`src/hcd_pkg.sv`:
```
package hcd_pkg;

    localparam int SIZE_BITS = 32;
    localparam int QDEPTH    = 4;
    localparam int QPTR_W    = $clog2(QDEPTH);
    localparam int QCNT_W    = $clog2(QDEPTH + 1);

    localparam logic [7:0] CHAR_CR    = 8'h0D;
    localparam logic [7:0] CHAR_LF    = 8'h0A;
    localparam logic [7:0] CHAR_SPACE = 8'h20;
    localparam logic [7:0] CHAR_TAB   = 8'h09;

    typedef enum logic [1:0] {
        KIND_DATA = 2'd0,
        KIND_END  = 2'd1,
        KIND_ERR  = 2'd2
    } kind_t;

    typedef enum logic [4:0] {
        PH_SIZE = 5'b00001,
        PH_LF   = 5'b00010,
        PH_DATA = 5'b00100,
        PH_END  = 5'b01000,
        PH_ERR  = 5'b10000
    } phase_t;

    typedef struct packed {
        logic [7:0] payload_byte;
        kind_t      kind;
    } hcd_result_t;

    typedef struct packed {
        logic        valid;
        hcd_result_t res;
    } hcd_push_t;

    function automatic logic [4:0] hex_decode(input logic [7:0] b);
        logic [4:0] r;
        r = 5'd0;
        if (b >= 8'h30 && b <= 8'h39) begin
            r = {1'b1, 4'(b - 8'h30)};
        end
        else if (b >= 8'h61 && b <= 8'h66) begin
            r = {1'b1, 4'(b - 8'h57)};
        end
        else if (b >= 8'h41 && b <= 8'h46) begin
            r = {1'b1, 4'(b - 8'h37)};
        end
        return r;
    endfunction

    function automatic logic is_space(input logic [7:0] b);
        return (b == CHAR_SPACE) || (b >= CHAR_TAB && b <= CHAR_CR);
    endfunction

endpackage

```
`src/hcd_front.sv`:
```
module hcd_front (
    input  logic              clk,
    input  logic              rst_n,
    input  logic              s_tvalid,
    output logic              s_tready,
    input  logic [7:0]        s_tdata,
    input  logic              q_full,
    output hcd_pkg::hcd_push_t push
);
    import hcd_pkg::*;

    phase_t               phase_reg, phase_next;
    logic [SIZE_BITS-1:0] size_reg, size_next;
    logic [SIZE_BITS-1:0] rem_reg, rem_next;
    logic                 saw_reg, saw_next;
    logic                 accept;
    logic [4:0]           hv;

    assign s_tready = !q_full;
    assign accept   = s_tvalid && s_tready;
    assign hv       = hex_decode(s_tdata);

    always_comb
    begin
        phase_next            = phase_reg;
        size_next             = size_reg;
        rem_next              = rem_reg;
        saw_next              = saw_reg;
        push.valid            = 1'b0;
        push.res.payload_byte = 8'd0;
        push.res.kind         = KIND_DATA;
        if (accept)
        begin
            unique case (phase_reg)
                PH_SIZE:
                begin
                    if (hv[4])
                    begin
                        if (size_reg[SIZE_BITS-1 -: 4] != 4'd0)
                        begin
                            phase_next    = PH_ERR;
                            push.valid    = 1'b1;
                            push.res.kind = KIND_ERR;
                        end
                        else
                        begin
                            size_next = {size_reg[SIZE_BITS-5:0], hv[3:0]};
                            saw_next  = 1'b1;
                        end
                    end
                    else if (saw_reg)
                    begin
                        if (s_tdata == CHAR_CR)
                        begin
                            phase_next = PH_LF;
                        end
                        else
                        begin
                            phase_next    = PH_ERR;
                            push.valid    = 1'b1;
                            push.res.kind = KIND_ERR;
                        end
                    end
                    else if (!is_space(s_tdata))
                    begin
                        phase_next    = PH_ERR;
                        push.valid    = 1'b1;
                        push.res.kind = KIND_ERR;
                    end
                end
                PH_LF:
                begin
                    if (s_tdata != CHAR_LF)
                    begin
                        phase_next    = PH_ERR;
                        push.valid    = 1'b1;
                        push.res.kind = KIND_ERR;
                    end
                    else if (size_reg == '0)
                    begin
                        phase_next    = PH_END;
                        push.valid    = 1'b1;
                        push.res.kind = KIND_END;
                    end
                    else
                    begin
                        rem_next   = size_reg;
                        phase_next = PH_DATA;
                    end
                end
                PH_DATA:
                begin
                    rem_next              = rem_reg - 1'b1;
                    push.valid            = 1'b1;
                    push.res.payload_byte = s_tdata;
                    if (rem_reg == SIZE_BITS'(1))
                    begin
                        phase_next = PH_SIZE;
                        size_next  = '0;
                        saw_next   = 1'b0;
                    end
                end
                default:
                begin
                end
            endcase
        end
    end

    always_ff @(posedge clk or negedge rst_n)
    begin
        if (!rst_n)
        begin
            phase_reg <= PH_SIZE;
            size_reg  <= '0;
            rem_reg   <= '0;
            saw_reg   <= 1'b0;
        end
        else
        begin
            phase_reg <= phase_next;
            size_reg  <= size_next;
            rem_reg   <= rem_next;
            saw_reg   <= saw_next;
        end
    end

    a_err_sticks: assert property (@(posedge clk) disable iff (!rst_n)
        phase_reg == PH_ERR |=> phase_reg == PH_ERR)
        else $error("error state left");

    a_end_sticks: assert property (@(posedge clk) disable iff (!rst_n)
        phase_reg == PH_END |=> phase_reg == PH_END)
        else $error("end state left");

    a_err_push: assert property (@(posedge clk) disable iff (!rst_n)
        push.valid && push.res.kind == KIND_ERR |=> phase_reg == PH_ERR)
        else $error("error beat without error state");

    a_push_room: assert property (@(posedge clk) disable iff (!rst_n)
        push.valid |-> !q_full)
        else $error("push into full queue");

    a_data_nonzero: assert property (@(posedge clk) disable iff (!rst_n)
        phase_reg == PH_DATA |-> rem_reg != '0)
        else $error("payload phase with nothing left");

endmodule

```
`src/hcd_queue.sv`:
```
module hcd_queue (
    input  logic                 clk,
    input  logic                 rst_n,
    input  hcd_pkg::hcd_push_t   push,
    output logic                 q_full,
    output logic                 m_tvalid,
    input  logic                 m_tready,
    output hcd_pkg::hcd_result_t head
);
    import hcd_pkg::*;

    hcd_result_t         entry_reg [QDEPTH];
    logic [QPTR_W-1:0]   wr_ptr_reg, wr_ptr_next;
    logic [QPTR_W-1:0]   rd_ptr_reg, rd_ptr_next;
    logic [QCNT_W-1:0]   count_reg, count_next;
    logic                do_push, do_pop;

    assign q_full   = (count_reg == QCNT_W'(QDEPTH));
    assign m_tvalid = (count_reg != '0);
    assign head     = entry_reg[rd_ptr_reg];
    assign do_push  = push.valid && !q_full;
    assign do_pop   = m_tvalid && m_tready;

    always_comb
    begin
        wr_ptr_next = wr_ptr_reg;
        rd_ptr_next = rd_ptr_reg;
        count_next  = count_reg;
        if (do_push)
        begin
            wr_ptr_next = (wr_ptr_reg == QPTR_W'(QDEPTH - 1)) ? '0 : wr_ptr_reg + 1'b1;
        end
        if (do_pop)
        begin
            rd_ptr_next = (rd_ptr_reg == QPTR_W'(QDEPTH - 1)) ? '0 : rd_ptr_reg + 1'b1;
        end
        if (do_push && !do_pop)
        begin
            count_next = count_reg + 1'b1;
        end
        else if (do_pop && !do_push)
        begin
            count_next = count_reg - 1'b1;
        end
    end

    always_ff @(posedge clk)
    begin
        if (do_push)
        begin
            entry_reg[wr_ptr_reg] <= push.res;
        end
    end

    always_ff @(posedge clk or negedge rst_n)
    begin
        if (!rst_n)
        begin
            wr_ptr_reg <= '0;
            rd_ptr_reg <= '0;
            count_reg  <= '0;
        end
        else
        begin
            wr_ptr_reg <= wr_ptr_next;
            rd_ptr_reg <= rd_ptr_next;
            count_reg  <= count_next;
        end
    end

    a_count_bound: assert property (@(posedge clk) disable iff (!rst_n)
        count_reg <= QCNT_W'(QDEPTH))
        else $error("queue count out of range");

    a_count_track: assert property (@(posedge clk) disable iff (!rst_n)
        do_push && !do_pop |=> count_reg == $past(count_reg) + 1'b1)
        else $error("queue count lost a push");

    a_ptr_gap: assert property (@(posedge clk) disable iff (!rst_n)
        count_reg == '0 |-> wr_ptr_reg == rd_ptr_reg)
        else $error("empty queue with pointers apart");

endmodule

```
`src/http_chunked_decoder_unit.sv`:
```
// Channel  Dir  Beat fields (low bit up)              Handshake
// s_axis   in   tdata: in_byte[7:0]                   s_tvalid / s_tready
// m_axis   out  tdata: payload_byte[7:0]              m_tvalid / m_tready
//               tuser: kind[1:0]
// One byte per cycle while s_tready is high; the parser state updates in the cycle the beat is taken.
// Each result is registered into a 4-entry queue and leaves on m_axis from its head, in order.
// s_tready drops only while that queue is full; header bytes give no result but an error or end beat.
// Reset (rst_n low, asynchronous) empties the queue and restarts at the size scan.
module http_chunked_decoder_unit (
    input  logic       clk,
    input  logic       rst_n,
    input  logic       s_tvalid,
    output logic       s_tready,
    input  logic [7:0] s_tdata,   // in_byte[7:0]
    output logic       m_tvalid,
    input  logic       m_tready,
    output logic [7:0] m_tdata,   // payload_byte[7:0]
    output logic [1:0] m_tuser    // kind[1:0]
);
    import hcd_pkg::*;

    hcd_push_t   push;
    hcd_result_t head;
    logic        q_full;

    hcd_front u_front (
        .clk      (clk),
        .rst_n    (rst_n),
        .s_tvalid (s_tvalid),
        .s_tready (s_tready),
        .s_tdata  (s_tdata),
        .q_full   (q_full),
        .push     (push)
    );

    hcd_queue u_queue (
        .clk      (clk),
        .rst_n    (rst_n),
        .push     (push),
        .q_full   (q_full),
        .m_tvalid (m_tvalid),
        .m_tready (m_tready),
        .head     (head)
    );

    assign m_tdata = head.payload_byte;
    assign m_tuser = head.kind;

endmodule

```
`config.mk`:
```
export PLATFORM = sky130hd
export DESIGN_NAME = http_chunked_decoder_unit
export DESIGN_NICKNAME = d
export VERILOG_FILES = /design/src/hcd_pkg.sv /design/src/hcd_front.sv /design/src/hcd_queue.sv /design/src/http_chunked_decoder_unit.sv
export SDC_FILE = /design/constraint.sdc
export NUM_CORES = 1
export LEC_CHECK = 0
export BUFFER_PORTS_ARGS = -buffer_cell sky130_fd_sc_hd__buf_2
export CORE_AREA = 2 2 100 140
export CTS_CLUSTER_SIZE = 25
export DETAILED_ROUTE_END_ITERATION = 10
export DIE_AREA = 0 0 102 142
export PLACE_DENSITY = 0.56
export SLEW_MARGIN = 20
export SYNTH_ARGS = -nofsm -noshare
export SYNTH_HDL_FRONTEND = slang
export SYNTH_SLANG_ARGS = --single-unit
```
`constraint.sdc`:
```
create_clock -name clk -period 5.8 [get_ports clk]
set_input_delay 1.16 -clock clk [delete_from_list [all_inputs] [get_ports clk]]
set_output_delay 1.16 -clock clk [all_outputs]
set_load 0.03 [all_outputs]
```
-- Word level (Yosys, flattened, before mapping)
Memories as Yosys holds them, arrays and structs flattened.
Index checks and enable logic that the tools add are counted.
- RAM bits: 40
- output and inout port bits: 12
- input bits: 12
- register bits: 77
- memories kept: 1
- memories (name ; depth ; width ; read ports ; clocked after memory_dff ; write ports ; RTL line ; text):
    u_queue.entry_reg ; 4 ; 10 ; 1 ; 0 ; 1 ; hcd_queue.sv:12 ; hcd_result_t entry_reg [QDEPTH];
- $add $sub $neg: 8
- eq/ne operators: 17
- order comparisons: 8
- reduce and logical (&&, ||, !) cells: 23
- multiplexer cells: 47
- operators by type and width (operator ; count):
    $mux 32 ; 5
    $pmux 32 s2 ; 2
    $mux 5 ; 10
    $eq 32x1->1 const B ; 1
    $logic_not 32->1 ; 1
    $sub 32x1->32 const B ; 1
    $ge 8x7->1 const B ; 2
    $le 8x7->1 const B ; 2
    $mux 2 ; 8
    $pmux 5 s3 ; 1
    $mux 1 ; 13
    $mux 11 ; 1
    $reduce_and 5->1 ; 2
    $logic_and 1x1->1 ; 9
    $eq 8x4->1 const B ; 1
    $eq 8x6->1 const B ; 1
    $ge 8x4->1 const B ; 1
    $ge 8x6->1 const B ; 1
    $le 8x4->1 const B ; 1
    $le 8x6->1 const B ; 1
    $mux 8 ; 1
    $ne 8x4->1 const B ; 1
    $sub 4x3->4 const B ; 2
    $mux 3 ; 2
    other kinds (23) ; 33

-- Longest topological paths before layout
Gate-level depths: netlist of the first run.
- depth in word-level cells: 13
- mapped depth: 13
- depth with buffers taken out: 13

-- Modules after synthesis
A second synthesis of the first run with hierarchy kept.
- cells, all modules: 507
- area total of the unflattened synthesis: 5799.3 um^2
- by module, submodules not included (module ; sequential area each (um^2) ; area each (um^2) ; cells an instance ; instances):
    hcd_front ; 1752.9 ; 3870.0 ; 418 ; 1
    hcd_queue ; 1376.3 ; 1929.4 ; 89 ; 1

-- Worst setup path before layout of the first run
OpenSTA, ideal clock, no wires.
- path type: in2reg
- start: in s_tdata[1]
- end: reg u_queue.count_reg[1]
- stages on the path: 11
- setup slack: 2.073 ns
- library setup time: 0.125 ns
- data arrival time: 3.602 ns
- data required time: 5.675 ns
- cell sequence: inv_1 -> ha_1 -> o21bai_1 -> a2111oi_2 -> a31oi_1 -> o21ai_0 -> a31oi_1 -> ha_1 -> inv_1 -> fa_1 -> mux2_2
- RTL lines (what ; RTL line ; text):
    start, declared ; http_chunked_decoder_unit.sv:14 ; input logic [7:0] s_tdata,
    $ge 8x7->1, or another cell as far along ; hcd_pkg.sv:46 ; else if (b >= 8'h41 && b <= 8'h46) begin
    $logic_and 1x1->1, on equally long branches ; hcd_pkg.sv:46, hcd_pkg.sv:53 ;
    $mux 5 or $logic_or 1x1->1 (tied branches) ; hcd_pkg.sv:46, hcd_pkg.sv:53 ;
    $mux 5 or $mux 1 (tied branches) ; hcd_pkg.sv:43, hcd_front.sv:64 ;
    $mux 5 or $mux 1 (tied branches) ; hcd_pkg.sv:40, hcd_front.sv:51 ;
    $mux 1 ; hcd_front.sv:37 ; if (hv[4])
    $pmux 1 s3 (*) ; hcd_front.sv:34 ; unique case (phase_reg)
    $mux 11 (*) ; hcd_front.sv:32 ; if (accept)
    $logic_and 1x1->1 (*) ; hcd_queue.sv:21 ; assign do_push = push.valid && !q_full;
    named net u_queue.do_push ; hcd_queue.sv:16 ; logic do_push, do_pop;
    $logic_and 1x1->1 (*) ; hcd_queue.sv:37 ; if (do_push && !do_pop)
    $mux 3 (*) ; hcd_queue.sv:37 ;
    named net u_queue.count_next[1] ; hcd_queue.sv:15 ; logic [QCNT_W-1:0] count_reg, count_next;
    end signal, assigned ; hcd_queue.sv:67 ; count_reg <= count_next;
    end, declared ; hcd_queue.sv:15 ;
The timed path passes the listed nets; every way through them passes the cells marked *.
A chain may end at the register's enable or synchronous reset.

-- Worst setup path after layout of the first run
Ends and elaborated chain as after synthesis.

==> results of run 1 <==
## power groups by stage
stage | clock network, mW | registers (mW) | logic (mW)
after floorplan | 0 | 0.866 | 0.0131
after global placement | 0 | 0.866 | 0.0348
after detailed placement | 0 | 0.866 | 0.0352
after CTS | 1.00 | 0.851 | 0.0354
after global routing | 1.04 | 0.850 | 0.0396
final | 0.984 | 0.851 | 0.0347
## through the flow
stage | cells | hold slack, ns | utilization, %
final | 727 | 0.486 | 50.4
after floorplan | 510 | 0.455 | -
after global routing | 727 | 0.527 | 50.4
after global placement | 695 | 0.472 | 46.2
after CTS | 727 | 0.489 | 50.4
after detailed placement | 695 | 0.473 | 46.2
## per-layer routing
metal,share of wire (%),GRT usage (%)
met1,39,23.7
met2,55,36.2
met3,3.1,3.88
met4,3.1,9.47
met5,0,0
## logic make-up (layout without fill, tap and decap cells)
| family | Yosys count | after routing |
|---|---|---|
| compound gates | 158 | 158 |
| fa+ha+maj | 14 | 14 |
| mux | 17 | 17 |
| simple gates | 157 | 157 |
| flops | 117 | 117 |
| buf+inv | 41 | 76 |
| xor+xnor | 6 | 6 |
## worst max path at each step
stage	slack (ns)	to	cells past startpoint	start
final	1.93	u_queue.count_reg[1]	12	s_tdata[1]
after global routing	1.62	u_queue.count_reg[1]	12	s_tdata[1]
after CTS	1.94	u_queue.count_reg[1]	12	s_tdata[1]
after detailed placement	1.50	u_queue.count_reg[1]	12	s_tdata[1]
after global placement	1.66	u_queue.count_reg[2]	14	s_tdata[0]
after floorplan	2.07	u_queue.count_reg[1]	11	s_tdata[1]
## final cells by class
cell class              instances  area share [%]
clock buffers                  17            6.36
clock inverters                15            1.98
inverters                      14           0.786
multi-input cells             352            38.1
flip-flops and latches        117            46.8
well taps                     182            3.40
repair buffers                 30            2.60
## cells in the mapped netlist, types with 4 or more instances
cell / number
and3_1: 7
nand2_1: 26
edfxtp_1: 40
a31oi_1: 6
o22ai_1: 4
dfrtp_1: 76
nor2_1: 32
and2_1: 7
mux2_2: 7
o22a_1: 4
a2bb2oi_1: 4
nand3_1: 8
o21ai_0: 38
nor4_1: 13
nor3_1: 16
inv_1: 14
ha_1: 13
buf_2: 6
or4_1: 5
a21oi_1: 35
nand2b_1: 4
clkbuf_1: 19
nand4_1: 4
a22o_1: 34
or3_1: 6
mux4_2: 10
a22oi_1: 4
## placed cells by master, fill, tap and decap left out, drive strengths merged, types with 6 or more instances in the layout
cell type,count
dfrtp,76
edfxtp,40
o21ai,40
a21oi,35
a22o,34
nor2,32
buf,30
nand2,26
nor3,18
clkbuf,17
inv,17
nor4,17
ha,13
mux4,10
nand3,9
and3,8
or3,8
clkinv,8
and2,7
mux2,7
a31oi,6
or4,6
## worst register-to-register path, cell delays in order, from the launching register on
cell      delay, ns
dfrtp_1        0.41
or4_1          0.68
nand4b_1       0.30
nor2_1         0.21
o21ai_0        0.11
a31oi_1        0.46
ha_1           0.29
inv_1          0.06
fa_1           0.37
xor2_1         0.15
nor2_1         0.11
xor2_1         0.14
==> results by group, run 1 <==
Power
  • Pwr Total: 1.87 mW
  • Pleak: around 2.6 nW
  • Power share of the clock group: 52.6%
  • Net Sw Frac: 22.5%
  • P per Cell Area: between 200 and 300 mW/mm^2
  • Peak supply drop: approximately 210 uV
  • Net Sw Power: 0.420 mW
  • Internal: roughly 1.4 mW
  • Comb power frac: about 1.9%
  • Flop pwr share: approximately 46%

Routing
  • Wire per inst: between 15 and 20 um
  • DRT Wirelength: ~14 mm
  • DRC: 0
  • Antenna Nets Post-Route: 0
  • DR pass1 iterations: 4
  • Via count: around 4.3k
  • Vias per inst: around 6
  • Starting DRT DRC Count: 134

Worst setup path
  • Element type at the critical path end: flip-flop
  • Top delay family on crit path: compound AO/OA/AOI/OAI gates
  • FF-to-FF setup slack: around 2.4 ns
  • Startpoint types: input pin
  • Critical Path Fanout Max: 7
  • Worst R2R Start: u_front.size_reg[31]
  • Slowest-stage cell, CP: a2111oi_2
  • Critical path buffer and inverter count: 3
  • Arrival time worst endpoint: 4.17 ns
  • CP Cell Sequence: buf_2 > inv_1 > ha_1 > o21bai_1 > a2111oi_2 > a31oi_1 > o21ai_0 > a31oi_1 > ha_1 > inv_1 > fa_1 > mux2_2
  • Worst path max stage delay: between 0.6 and 0.7 ns
  • Worst EP required: ~6.1 ns
  • WS Path Type: input pin to flip-flop
  • Reg2Reg Depth: 11
  • Reg2reg end: u_queue.count_reg[2]

Synthesis
  • Mux cell area share after synthesis: 5.22%
  • Synth area leaders: dfrtp_1 33%, edfxtp_1 21%, a22o_1 5.1%
  • Synth Area in Compound Gates: a little under a fifth
  • Sequential area share after synthesis: between 50% and 60%
  • Post-synth top flop: dfrtp_1
  • Simple-gate share of the synthesized area: between 10% and 20%
  • Synth Area in Adders: under 10%
  • Synth top area share: approximately a third
  • Main combinational cell family by area after synthesis: compound AO/OA/AOI/OAI gates
  • Synth warnings: 0
  • Mapped Area: 0.00583 mm^2
  • Post-synth EDFFs: 40
  • Cell accounting for the most synthesized area: dfrtp_1
  • Syn avg cell area: 11.4 um^2
  • Synth cell types: 69
  • Post-synth ARST share: between 60% and 70%
  • Post-Synthesis Cells: ~500
  • FF+latch count, synth: 117
  • Synth Area in XOR/XNOR: less than 1%
  • Post-synth net total: between 500 and 600

Global routing
  • GR Overflow Total: 0
  • Initial antenna violation count: 0
  • Vias in the first global route: 4179
  • Largest net degree at the start of global routing: 78
  • First-pass GRT wire length: between 20 and 25 mm
  • GRT Overall Usage: between 20% and 30%

Layout
  • Fraction of layout cells with a size suffix above 1: between 10% and 20%
  • Layout filler cell count: ~1.2k
  • Antenna diode count: 0
  • Design area: approximately 0.0067 mm^2
  • Reg area: roughly 0.0031 mm^2
  • Area growth from synthesis to layout: 14.8%
  • Max reg flops: 40
  • Layout Nets: roughly 560
  • Multi-input gate area: approximately 0.0025 mm^2

STA
  • Least-Margin Pin Slew: around 0.74 ns
  • RSZ-0062 raised after global routing: false
  • Final worst path period need: just under 4 ns
  • Clock skew: 0.00777 ns
  • Worst Setup Slack, final: ~1.9 ns
  • Setup TNS: 0 ns
  • Worst slew margin: approximately half
  • Fmax: 258 MHz
  • Fin crit share: about two thirds
  • Setup violators final: 0
  • Final Hold Viols: 0
  • Slew Viols, Final: 0

Hold path
  • Min-Delay Path Class: flip-flop to flip-flop
  • Startpoint of the worst hold path: u_queue.count_reg[2]
  • Worst hold stages: 1
  • Hold Path End: u_queue.count_reg[2]

Clock tree
  • Sink Count: approximately 120
  • Clock latency on the worst-skew pair: 0.41 ns
  • Count of cells resized by post-cts repair: 0
  • Num CTS Buffers: 17
  • Root Driver: clkbuf_16
  • Maximum level of the CTS H-tree: 4
  • Hold_buf cts: 0
  • CTS tree: done
  • Post-CTS Setup Bufs: 0
  • Max Buffers Root-to-Sink: 2
  • Clock-pin transition on the worst setup and hold timing paths: 0.06 ns

Place
  • Input/output buffers: 23
  • Area post-placement: 0.00613 mm^2
  • Post-DP HPWL: between 9 and 10 mm
  • Pre-CTS setup slack: between 1 and 1.5 ns
  • GP Congestion: about 0.8

Run
  • Max-cap violation count: 0

Die
  • Initial cell density of the core: a little over two fifths
  • Placeable core region: 0.0133 mm^2
  • IO Pins: 24
  • FP Rows: 50
  • Die W: between 100 and 150 um
  • Die ar.: about 0.014 mm^2
  • Die height: about 140 um

Outcome
  • Status: complete, no violations
Power figures use the tool's default switching activity.
==> run 2, diff against run 1 <==
Settings changed: ABC_AREA set to 1, CORE_AREA 2 2 100 140 to 2 2 105 147, DIE_AREA 0 0 102 142 to 0 0 107 149, PLACE_DENSITY 0.56 to 0.58.
Clock period 5.8 ns to 3.2 ns, I/O delays scaled along.
==> run 2 against run 1 <==
- via count rose by 26%
- design area is 9.7% higher
- routed wire length rose by 17%
- combinational power rose to 17 times the previous value
- critical endpoint is now u_queue.count_reg[2]
- sequential power is 90% higher
- utilization fell by 0.82 points
- non-clock buffer count up 5
- worst setup slack got worse by 1.4 ns
- first-iteration DRC count increased to 2.8 times the previous value
- synthesized area increased by 10%
- die area is 10% higher
==> results by group, run 2 <==
STA
  • Worst slew margin: 48.2%
  • Worst Setup Slack, final: ~0.48 ns
  • Setup violators final: 0
  • Least-Margin Pin Slew: 0.777 ns
  • Slew Viols, Final: 0
  • Clock skew: approximately 0.013 ns
  • Setup TNS: 0 ns
  • Fmax: ~370 MHz
  • Fin crit share: around 85%
  • Final Hold Viols: 0
  • RSZ-0062 raised after global routing: false
  • Final worst path period need: 2.72 ns

Place
  • Pre-CTS setup slack: roughly 0.064 ns
  • Post-DP HPWL: 11.6 mm
  • Input/output buffers: 23
  • GP Congestion: between 0.8 and 0.9
  • Area post-placement: 0.00672 mm^2
  • Placed cell count: around 1k

Global routing
  • Largest net degree at the start of global routing: 78
  • Initial antenna violation count: 0
  • GRT Overall Usage: about 22%
  • Vias in the first global route: about 5.3k
  • First-pass GRT wire length: 26.7 mm
  • GR Overflow Total: 0

Synthesis
  • Post-synth net total: 828
  • Cell accounting for the most synthesized area: dfrtp_1
  • Mapped Area: ~0.0064 mm^2
  • Top cells by count, synth: 218 x nand2_1, 129 x nor2_1, 76 x dfrtp_1, 71 x o21ai_0, 69 x inv_1
  • Post-synth EDFFs: 40
  • Post-Synthesis Cells: approximately 800
  • Synth warnings: 0
  • Post-synth ARST share: approximately two thirds
  • Post-synth top flop: dfrtp_1
  • Synth area leaders: dfrtp_1 30%, edfxtp_1 19%, nand2_1 13%
  • Top-count cell post-synth: nand2_1
  • Synth cell types: 38
  • FF+latch count, synth: 117
  • Synth top area share: 29.6%
  • Sequential area share after synthesis: 48.6%
  • Syn avg cell area: between 8 and 9 um^2

Clock tree
  • Maximum level of the CTS H-tree: 4
  • Sink Count: 117
  • Root Driver: clkbuf_16
  • Count of cells resized by post-cts repair: 0
  • Post-CTS Setup Bufs: 0
  • Num CTS Buffers: 17
  • Max Buffers Root-to-Sink: 2
  • Clock-pin transition on the worst setup and hold timing paths: about 0.060 ns
  • Hold_buf cts: 0
  • Clock latency on the worst-skew pair: 0.41 ns
  • CTS tree: done

Routing
  • DRT Wirelength: 16.3 mm
  • Antenna Nets Post-Route: 0
  • Vias per inst: between 5 and 6
  • DRC: 0
  • Starting DRT DRC Count: between 300 and 400
  • Wire per inst: 15.8 um
  • DR pass1 iterations: 5
  • Via count: approximately 5.4k

Hold path
  • Min-Delay Path Class: input pin to async pin

Layout
  • Multi-input gate area: about 0.0029 mm^2
  • Util after Layout: between 40% and 50%
  • Final Non-Filler Cells: around 1.0k
  • Reg area: 0.00313 mm^2
  • Antenna diode count: 0
  • Most frequent cells in the layout: 218 x nand2_1, 129 x nor2_1, 76 x dfrtp_1, 71 x o21ai_0, 69 x inv_1
  • Area growth from synthesis to layout: 14.0%
  • Layout Nets: ~860
  • Design area: between 0.007 and 0.008 mm^2
  • Max reg flops: 40
  • Layout filler cell count: approximately 1.4k
  • Most common cell after layout, fill and taps aside: nand2_1
  • Fraction of layout cells with a size suffix above 1: around an eighth

Run
  • Max-cap violation count: 0

Power
  • Pleak: roughly 3.2 nW
  • P per Cell Area: 572 mW/mm^2
  • Peak supply drop: approximately 440 uV

Die
  • IO Pins: 24
  • Initial cell density of the core: a little over two fifths
  • Placeable core region: 0.0148 mm^2
  • FP Rows: 53
  • Die ar.: roughly 0.016 mm^2
  • Die W: about 110 um
  • Die height: roughly 150 um

Worst setup path
  • Arrival time worst endpoint: approximately 3 ns
  • Element type at the critical path end: flip-flop
  • WS Path Type: input pin to flip-flop
  • Worst EP required: approximately 3.5 ns
  • Critical Path Fanout Max: 6
  • Startpoint types: input pin

Outcome
  • Status: complete, no violations
[run 2: cell types whose count changed in the layout (fill, tap and decap cells not counted), moves of 10 or more]
cell / change
nand2_1: +192
nor2_1: +97
inv_1: +55
a22o_1: -34
o21ai_0: +33
nand3_1: +24
a21oi_1: -21
o21ai_2: +19
o21ai_1: +14
xor2_1: +13
nor4_1: -11
mux4_2: -10
[run 2: worst max-delay path: stages]
cell     delay, ns
buf_2         0.13
inv_1         0.13
ha_1          0.21
nand2_1       0.07
nor2_1        0.13
nor2_2        0.05
nand2_1       0.09
nand2_2       0.08
a21oi_1       0.18
nand2_1       0.08
nand2_1       0.11
nand2_1       0.08
inv_1         0.06
ha_1          0.12
inv_1         0.06
fa_1          0.38
a21oi_1       0.14
o21ai_0       0.11
xor2_1        0.15
[run 2: path summary, 6_finish.rpt]
check | slack [ns] | depth (start not counted) | to | startpoint
worst min-delay path | 0.26 | 1 | u_front.rem_reg[7] | rst_n
worst max-delay path | 0.48 | 19 | u_queue.count_reg[2] | s_tdata[0]
worst min register to register | 0.48 | 2 | u_front.saw_reg | u_front.saw_reg
max in group asynchronous | 2.38 | 1 | u_front.rem_reg[22] | rst_n
worst max register to register | 0.55 | 17 | u_queue.count_reg[2] | u_front.size_reg[12]
min in group clk | 0.48 | 2 | u_front.saw_reg | u_front.saw_reg
[run 2: through the flow]
stage / hold WS [ns] / total power [mW]
floorplan: 0.344 / 2.05
global placement: 0.461 / 2.23
detailed placement: 0.470 / 2.25
CTS: 0.449 / 4.24
global route: 0.306 / 4.38
finish: 0.259 / 4.20
[run 2: logic make-up after synthesis]
| kind of cell | count (synthesis) | synth area share, % |
|---|---|---|
| simple gates | 417 | 26.9 |
| compound gates | 133 | 11.9 |
| flops | 117 | 48.6 |
| buf+inv | 101 | 6.98 |
| xor+xnor | 20 | 2.72 |
| fa+ha+maj | 14 | 2.84 |
[run 2: cell type report]
cell class | instances | area share [%]
Multi-Input combinational cell | 584 | 39.0
Clock buffer | 17 | 5.80
Clock inverter | 15 | 2.61
Inverter | 74 | 3.79
Timing Repair Buffer | 35 | 2.88
Tap cell | 192 | 3.27
Sequential cell | 117 | 42.7
[run 2: report_power, final]
part / total [mW] / switching, mW / internal (mW) / leakage, nW
Combinational: 0.593 / 0.433 / 0.160 / 1.64
Clock: 1.99 / 0.745 / 1.24 / 0.297
Sequential: 1.62 / 0.0432 / 1.57 / 1.26
Total: 4.20 / 1.22 / 2.98 / 3.19
[run 2: layer usage]
layer	GRT usage (%)	share of wire, %
met5	0	0
met4	9.42	2.9
met3	4.11	3.0
met2	37.9	51
met1	26.4	43
==> run 3, diff against run 2 <==
Clock period 3.2 ns to 2.5 ns, I/O delays scaled along.
==> run 3 against run 2 <==
- utilization rose by 3.1 points
- power up 28%
- critical path depth down 2
- die area unchanged
- clock-buffer cell count unchanged
- clock power is 26% higher
- design area up 6.3%
- combinational power grew 40%
- non-clock buffer count is 43 higher
- register-to-register slack lost 0.43 ns
==> results by group, run 3 (synthesized netlist as in run 2, its figures left out) <==
Power
  • P per Cell Area: 690 mW/mm^2
  • Peak supply drop: approximately 500 uV
  • Net Sw Frac: 28.9%
  • Pleak: 3.42 nW
  • Internal: between 3 and 4 mW
  • Net Sw Power: 1.56 mW
  • Comb power frac: 15.4%
  • Flop pwr share: between 30% and 40%
  • Power share of the clock group: 46.5%
  • Pwr Total: 5.39 mW

STA
  • Slew Viols, Final: 0
  • Fin crit share: 95.1%
  • Fmax: about 420 MHz
  • Final Hold Viols: 0
  • Least-Margin Pin Slew: roughly 0.55 ns
  • Worst slew margin: between 60% and 70%
  • Final worst path period need: roughly 2.4 ns
  • RSZ-0062 raised after global routing: true
  • Setup violators final: 0
  • Clock skew: around 0.0073 ns

Worst setup path
  • Worst R2R Start: u_front.size_reg[6]
  • FF-to-FF setup slack: approximately 0.12 ns
  • Startpoint types: flip-flop
  • Reg2Reg Depth: 17
  • Worst setup path end: u_queue.count_reg[2]
  • WS Path Type: flip-flop to flip-flop
  • Worst EP required: 2.80 ns
  • Critical Path Fanout Max: 3
  • Reg2reg end: u_queue.count_reg[2]
  • Critical path startpoint: u_front.size_reg[6]
  • Arrival time worst endpoint: ~2.7 ns
  • Element type at the critical path end: flip-flop

Global routing
  • First-pass GRT wire length: 26.8 mm
  • GR Overflow Total: 0
  • GRT Overall Usage: 22.3%
  • Initial antenna violation count: 0
  • Largest net degree at the start of global routing: a little under 50
  • Vias in the first global route: 5339

Routing
  • DRC: 0
  • Antenna Nets Post-Route: 0
  • DR pass1 iterations: 7
  • Wire per inst: around 15 um
  • Starting DRT DRC Count: 330
  • Vias per inst: between 5 and 6
  • DRT Wirelength: between 15 and 20 mm
  • Via count: ~5.5k

Clock tree
  • Max Buffers Root-to-Sink: 2
  • Root Driver: clkbuf_16
  • Clock latency on the worst-skew pair: 0.42 ns
  • CTS tree: done
  • Maximum level of the CTS H-tree: 4
  • Sink Count: 117
  • Hold_buf cts: 0
  • Num CTS Buffers: 17
  • Clock-pin transition on the worst setup and hold timing paths: around 0.060 ns

Die
  • Die ar.: between 0.015 and 0.02 mm^2
  • FP Rows: between 50 and 60
  • IO Pins: 24
  • Die W: around 110 um
  • Die height: around 150 um
  • Initial cell density of the core: between 40% and 50%
  • Placeable core region: 0.0148 mm^2

Place
  • Post-DP HPWL: between 10 and 15 mm
  • Placed cell count: 1042
  • GP Congestion: around 0.97
  • Input/output buffers: 23
  • Area post-placement: between 0.007 and 0.008 mm^2

Layout
  • Layout filler cell count: around 1.4k
  • Most common cell after layout, fill and taps aside: nand2_1
  • Design area: 0.00780 mm^2
  • Area growth from synthesis to layout: 21.3%
  • Layout Nets: 898
  • Most frequent cells in the layout: 215 x nand2_1, 126 x nor2_1, 76 x dfrtp_1, 70 x o21ai_0, 62 x inv_1
  • Antenna diode count: 0
  • Fraction of layout cells with a size suffix above 1: between 10% and 20%
  • Max reg flops: 40
  • Final Non-Filler Cells: between 1k and 1.5k

Hold path
  • Min-Delay Path Class: input pin to async pin

Run
  • Max-cap violation count: 0

Outcome
  • Status: complete, no violations
run 3: cell count changes in the layout (fill, tap and decap cells not counted), moves of 3 or more:
cell	delta
buf_12	+7
ha_1	-3
nor2_1	-3
inv_2	+6
nor2_2	+3
ha_4	+3
buf_4	+37
nand2_1	-3
inv_1	-7
run 3: metrics by stage:
step	TNS, ns	setup WS [ns]	hold WS [ns]	util (%)
floorplan	0	0.00594	0.204	-
global placement	-0.416	-0.258	0.455	48.4
detailed placement	-1.15	-0.291	0.467	48.4
CTS	0	0.0551	0.0150	52.5
global route	-0.0544	-0.0544	0.0347	52.8
finish	0	0.122	0.0155	52.8
run 3: layout make-up:
type | count | area, um^2 | share of cell area (%)
tap | 192 | 240 | 3.08
clock buffer | 17 | 425 | 5.45
multi-input combinational | 584 | 2930 | 37.5
timing repair buffer | 78 | 618 | 7.92
inverter | 74 | 282 | 3.61
clock inverter | 15 | 179 | 2.29
sequential | 117 | 3130 | 40.1
run 3: worst max-delay path: stages (launching register included):
cell	delay [ns]
dfrtp_1	0.40
nor2_1	0.11
nand2_1	0.07
nor2_2	0.16
nand2_1	0.10
nor2_2	0.14
nand2_1	0.09
nand2_1	0.08
nor2_1	0.05
nand2_2	0.09
nand2_4	0.05
inv_2	0.06
ha_4	0.12
inv_2	0.04
fa_2	0.34
a21oi_2	0.13
o21ai_1	0.09
xor2_1	0.16
run 3: worst min-delay path by stage:
stage	endpoint	slack, ns	cells after the start
global route	u_queue.count_reg[2]	0.03	1
global placement	u_queue.count_reg[0]	0.45	1
finish	u_queue.count_reg[0]	0.02	1
floorplan	u_front.phase_reg[1]	0.20	0
CTS	u_queue.wr_ptr_reg[0]	0.02	1
detailed placement	u_queue.count_reg[0]	0.47	1
run 3: timing repair:
item | 4_1_cts | 5_1_grt
pin swaps | 0 | 12
resized for setup | 1 | 6
setup endpoints to repair | 1 | 3
buffers inserted | 0 | 3
run 3: layer usage:
layer / share of wire (%) / track usage, % / vias up
met4: 3.7 / 10.8 / 0
met5: 0 / 0 / -
li1: - / - / 2754
met1: 41 / 26.1 / 2570
met3: 3.2 / 3.98 / 40
met2: 52 / 39.0 / 122
run 3: power by group through the flow:
stage               registers, mW  logic [mW]  clock network (mW)
floorplan                    2.08       0.545                   0
global placement             2.08       0.814                   0
detailed placement           2.08       0.836                   0
CTS                          2.05       0.836                2.54
global route                 2.06       0.919                2.63
finish                       2.05       0.828                2.50
